## src/rtl/sptk_pkg.sv

```systemverilog
// ----------------------------------------------------------------------------
// sptk_pkg: shared types and constants of the sorted key table
// Widths, table depth, the per-cell payload and control structs, and the
// sequencer state type.
// ----------------------------------------------------------------------------
package sptk_pkg;

  localparam int unsigned DEPTH = 256;
  localparam int unsigned IDX_W = $clog2(DEPTH);
  localparam int unsigned CNT_W = $clog2(DEPTH + 1);
  localparam int unsigned KEY_W = 64;
  localparam int unsigned THR_W = 32;

  localparam logic [CNT_W-1:0] DEPTH_CNT = CNT_W'(DEPTH);

  // One table entry as held by a cell.
  typedef struct packed {
    logic [KEY_W-1:0] primary;
    logic [KEY_W-1:0] secondary;
    logic [THR_W-1:0] threshold;
  } cell_data_t;

  // Broadcast control from the sequencer to every cell.
  typedef struct packed {
    logic capture;  // latch the compare flags against the incoming key
    logic insert;   // open a slot at the boundary and shift the tail up
    logic update;   // overwrite the threshold of the matching cell
  } cell_ctrl_t;

  typedef enum logic [1:0] {
    ST_IDLE  = 2'b01,
    ST_WRITE = 2'b10
  } seq_state_e;

endpackage

```

## src/rtl/sptk_cell.sv

```systemverilog
// ----------------------------------------------------------------------------
// sptk_cell: one slot of the sorted table
// Compares its entry with the incoming key, keeps the result, and on insert
// either takes the new entry or the entry of its lower neighbor.
// ----------------------------------------------------------------------------
module sptk_cell (
  input  logic                        clk_i,
  input  logic                        rst_ni,
  input  sptk_pkg::cell_ctrl_t        ctrl_i,
  input  logic [sptk_pkg::IDX_W-1:0]  index_i,
  input  logic [sptk_pkg::CNT_W-1:0]  count_i,
  input  logic [sptk_pkg::KEY_W-1:0]  probe_primary_i,
  input  logic [sptk_pkg::KEY_W-1:0]  probe_secondary_i,
  input  sptk_pkg::cell_data_t        new_i,
  input  sptk_pkg::cell_data_t        prev_data_i,
  input  logic                        prev_after_i,
  output sptk_pkg::cell_data_t        data_o,
  output logic                        after_o,
  output logic                        match_o
);
  import sptk_pkg::*;

  cell_data_t data_q;
  logic       after_q;
  logic       match_q;
  logic       occupied;
  logic       ge;
  logic       eq;

  // A slot above the fill level counts as ordering after any key, so the
  // after flags form a thermometer whose lowest set bit is the target slot.
  assign occupied = {1'b0, index_i} < count_i;
  assign eq = (data_q.primary == probe_primary_i) && (data_q.secondary == probe_secondary_i);
  assign ge = (data_q.primary != probe_primary_i) ? (data_q.primary > probe_primary_i)
                                                  : (data_q.secondary >= probe_secondary_i);

  always_ff @(posedge clk_i or negedge rst_ni) begin
    if (!rst_ni) begin
      after_q <= 1'b0;
      match_q <= 1'b0;
    end else if (ctrl_i.capture) begin
      after_q <= ~occupied | ge;
      match_q <= occupied & eq;
    end
  end

  always_ff @(posedge clk_i) begin
    if (ctrl_i.insert && after_q) begin
      data_q <= prev_after_i ? prev_data_i : new_i;
    end else if (ctrl_i.update && match_q) begin
      data_q.threshold <= new_i.threshold;
    end
  end

  assign data_o  = data_q;
  assign after_o = after_q;
  assign match_o = match_q;

endmodule

```

## config.mk

```make
export PLATFORM = sky130hd
export DESIGN_NAME = sptk_cell
export DESIGN_NICKNAME = d
export VERILOG_FILES = /design/src/rtl/sptk_pkg.sv /design/src/rtl/sptk_cell.sv
export SDC_FILE = /design/constraint.sdc
export NUM_CORES = 1
export LEC_CHECK = 0
export BUFFER_PORTS_ARGS = -buffer_cell sky130_fd_sc_hd__buf_2
export CORE_AREA = 2 2 248 250
export CTS_BUF_LIST = sky130_fd_sc_hd__clkbuf_16
export DETAILED_ROUTE_END_ITERATION = 10
export DIE_AREA = 0 0 250 252
export PLACE_DENSITY = 0.35
export SETUP_SLACK_MARGIN = 0.2
export SLEW_MARGIN = 0
export SYNTH_ARGS = -nofsm -noshare
export SYNTH_HDL_FRONTEND = slang
export SYNTH_SLANG_ARGS = --single-unit
```

## constraint.sdc

```tcl
create_clock -name clk_i -period 5.5 [get_ports clk_i]
set_input_delay 0.275 -clock clk_i [delete_from_list [all_inputs] [get_ports clk_i]]
set_output_delay 0.275 -clock clk_i [all_outputs]
set_load 0.005 [all_outputs]
```

==> flow_summary.ini <==
[timing]
rsz0062_at_grt = false
worst_pin_slew_ns = 1.17
tns_ns = 0
setup_viol = 0
slew_headroom_pct = 21.3
period_minus_slack_ns = 3.09
report.final.slew_viol_count = 0
final.period_utilization_pct = 56.1
finClkSkew_ns = 0.0117
fmax_mhz = 324
hold_viol_final = 0

[clock_tree]
hold_buffers = 1
path_clk_slew_ns = 0.08
cts.sinks = 162
cts_tree = built
numCtsBuffers = 17
htreeDepth = 4
clk_latency_ns = 0.47
clock_path_buffers = 2
post_cts_buffers = 0
ctsRootBufferMaster = clkbuf_16
postCtsResizedCells = 0

[final_layout]
multi_input_area_sq_um = 4770
drive_gt1_share_pct = 56.6
finalInstanceArea_sq_um = 15000
fin_cells = 2262
seqCellArea_sq_um = 4850
final_util_pct = 24.9
nets = 2071
area_growth_syn_to_layout_pct = 46.4
fillers = 6539

[critical_path]
critPathLaunchType = flip-flop
cp_data_arrival_time_ns = 3.44
endpoint_kind = flip-flop
critPathSlowestCell = nor4_1
path_cells = ha_1 > a211oi_1 > nor2_1 > or3_1 > nor4_1 > o22ai_1 > a211oi_1 > nor3_2
critPathMostFrequentCell = a211oi_1
critPathMaxFanout = 2
critPathRequiredTime_ns = 5.85
crit_type = flip-flop to flip-flop
cpPeakStageDelay_ns = 0.89

[synth]
ys_seq_elements = 162
syn_area_sq_um = 10200
yosysSeqAreaShare_pct = 47.5
synth.distinct_cells = 45
syn-mean-instance-area_sq_um = 12.4
synth.yosys.warnings = 0
async_flop_share_pct = 1.23
synth_cells = 826
synth-main-ff-cell = edfxtp_1
synth_nets = 1432
synth_edf_count = 160

[global_routing]
grt_overflow = 0
groute.usage.overall_pct = 13.2
busiest_layer = met2
met1_usage_pct = 13.3
met2_usage_pct = 25.4
grt_pass1_wl_um = 60100
grt_pass1_vias = 9541
antenna_found_initial = 9
grt_max_degree = 98
use_met3_pct = 4.95

[detailed_routing]
drt_iter0_drc = 229
wl_um = 42100
via_per_inst = 3.88
wl_per_cell_um = 18.6
drcViolationCount = 0
antenna_left = 0
drt_first_pass_iters = 5
vias = 8785

[floorplan]
die_w_um = 250
core_sq_um = 60100
initial_core_util_pct = 17.0
fp.dieArea_sq_um = 63000
placementRows = 90
die_h_um = 252
pin_count = 633

[status]
status = finished, final reports clean

[place]
numPortBuffers = 632
globalplace.congestion = 0.840
dp_cells = 2227
post_dp_cell_area_sq_um = 14300
hpwl_um = 36200

[power]
ir_worst_vdd_v = 0.000236
power_mw = 3.66
p_per_area_nw_per_um2 = 245
p_leak_nw = 7.31

[run]
max_cap_violations = 0

[worst_hold_path]
hold_class = input pin to flip-flop
## through the flow
stage | worst slack, ns | hold slack [ns]
after floorplan | 0.706 | -0.0206
after global placement | 2.05 | 0.0969
after global routing | 2.00 | 0.0573
after detailed placement | 2.03 | 0.0883
after CTS | 2.00 | 0.0296
final | 2.41 | 0.0946
## worst paths after layout
path                                       start              endpoint  depth (start not counted)  slack (ns)
setup reg to reg           data_o[109]$_DFFE_PP_   after_o$_DFFE_PN0P_                          8        2.41
setup / recovery           data_o[109]$_DFFE_PP_   after_o$_DFFE_PN0P_                          8        2.41
hold reg to reg              match_o$_DFFE_PN0P_   match_o$_DFFE_PN0P_                          1        0.66
min in group asynchronous                 rst_ni   match_o$_DFFE_PN0P_                          2        0.15
hold / removal                   prev_data_i[20]  data_o[20]$_DFFE_PP_                          2        0.09
max in group asynchronous                 rst_ni   after_o$_DFFE_PN0P_                          2        5.22
## layer usage
| metal | vias up | routed length (um) |
|---|---|---|
| li1 | 4337 | - |
| met1 | 4021 | 15300 |
| met2 | 364 | 22800 |
| met3 | 47 | 3280 |
| met4 | 16 | 592 |
| met5 | - | 101 |
## sequential cells by signal (all words and copies together), names as in the netlist
register	flops
data_o	160
after_o	1
match_o	1
## power by group
group / internal (mW) / switching [mW]
clock: 0.682 / 0.590
combinational: 0.405 / 0.418
sequential: 1.51 / 0.0597
total: 2.59 / 1.07
## synthesized netlist by cell type (2+ instances only)
cell type,count,share of area [%]
or4_4,2,0.22
ha_1,135,17
nor3_1,9,0.44
a21oi_1,46,2.3
nand2_1,20,0.73
dfrtp_1,2,0.49
a21o_1,31,2.3
nor4_1,6,0.37
clkbuf_1,13,0.48
nor2_1,7,0.26
nor3_2,2,0.20
o21ai_0,15,0.73
nor2b_1,2,0.12
o31ai_1,3,0.22
nand4_1,28,1.7
inv_1,141,5.2
mux2_2,160,18
nand3_1,8,0.39
a2111oi_0,2,0.17
buf_1,4,0.15
a211oi_1,6,0.44
and4_1,2,0.17
edfxtp_1,160,47
## worst max-delay path, delay by kind of cell (launching register included)
kind | cells | cell delay (ns)
AOI/OAI and AO/OA | 3 | 0.85
adders and majority gates | 1 | 0.32
DFF | 1 | 0.43
and+or+nand+nor | 4 | 1.38
## cell usage in the layout, fill, tap and decap left out, types with 7 or more instances in the layout
cell and instances:
o21ai_0 15, inv_1 142, ha_1 135, buf_2 631, nand4_1 28, nand3_1 8, edfxtp_1 160, nor2_1 7
a21o_1 31, a21oi_1 46, nand2_1 20, nor3_1 9, clkbuf_16 17, mux2_2 160
## cell families after synthesis
kind of cell | share of synthesized area [%]
flip-flops | 47.5
multiplexers | 17.6
buffers and inverters | 5.80
adder cells (fa/ha/maj) | 16.5
AO/OA/AOI/OAI | 7.30
AND/OR/NAND/NOR | 5.22
## area by class of cell
cell class	count	area share, %
timing repair buffer	637	21.5
sequential	162	32.5
clock inverter	15	1.15
inverter	141	3.54
antenna	2	0.0335
multi-input combinational	506	31.9
tap	782	6.54
clock buffer	17	2.84
Power figures use the tool's default switching activity.
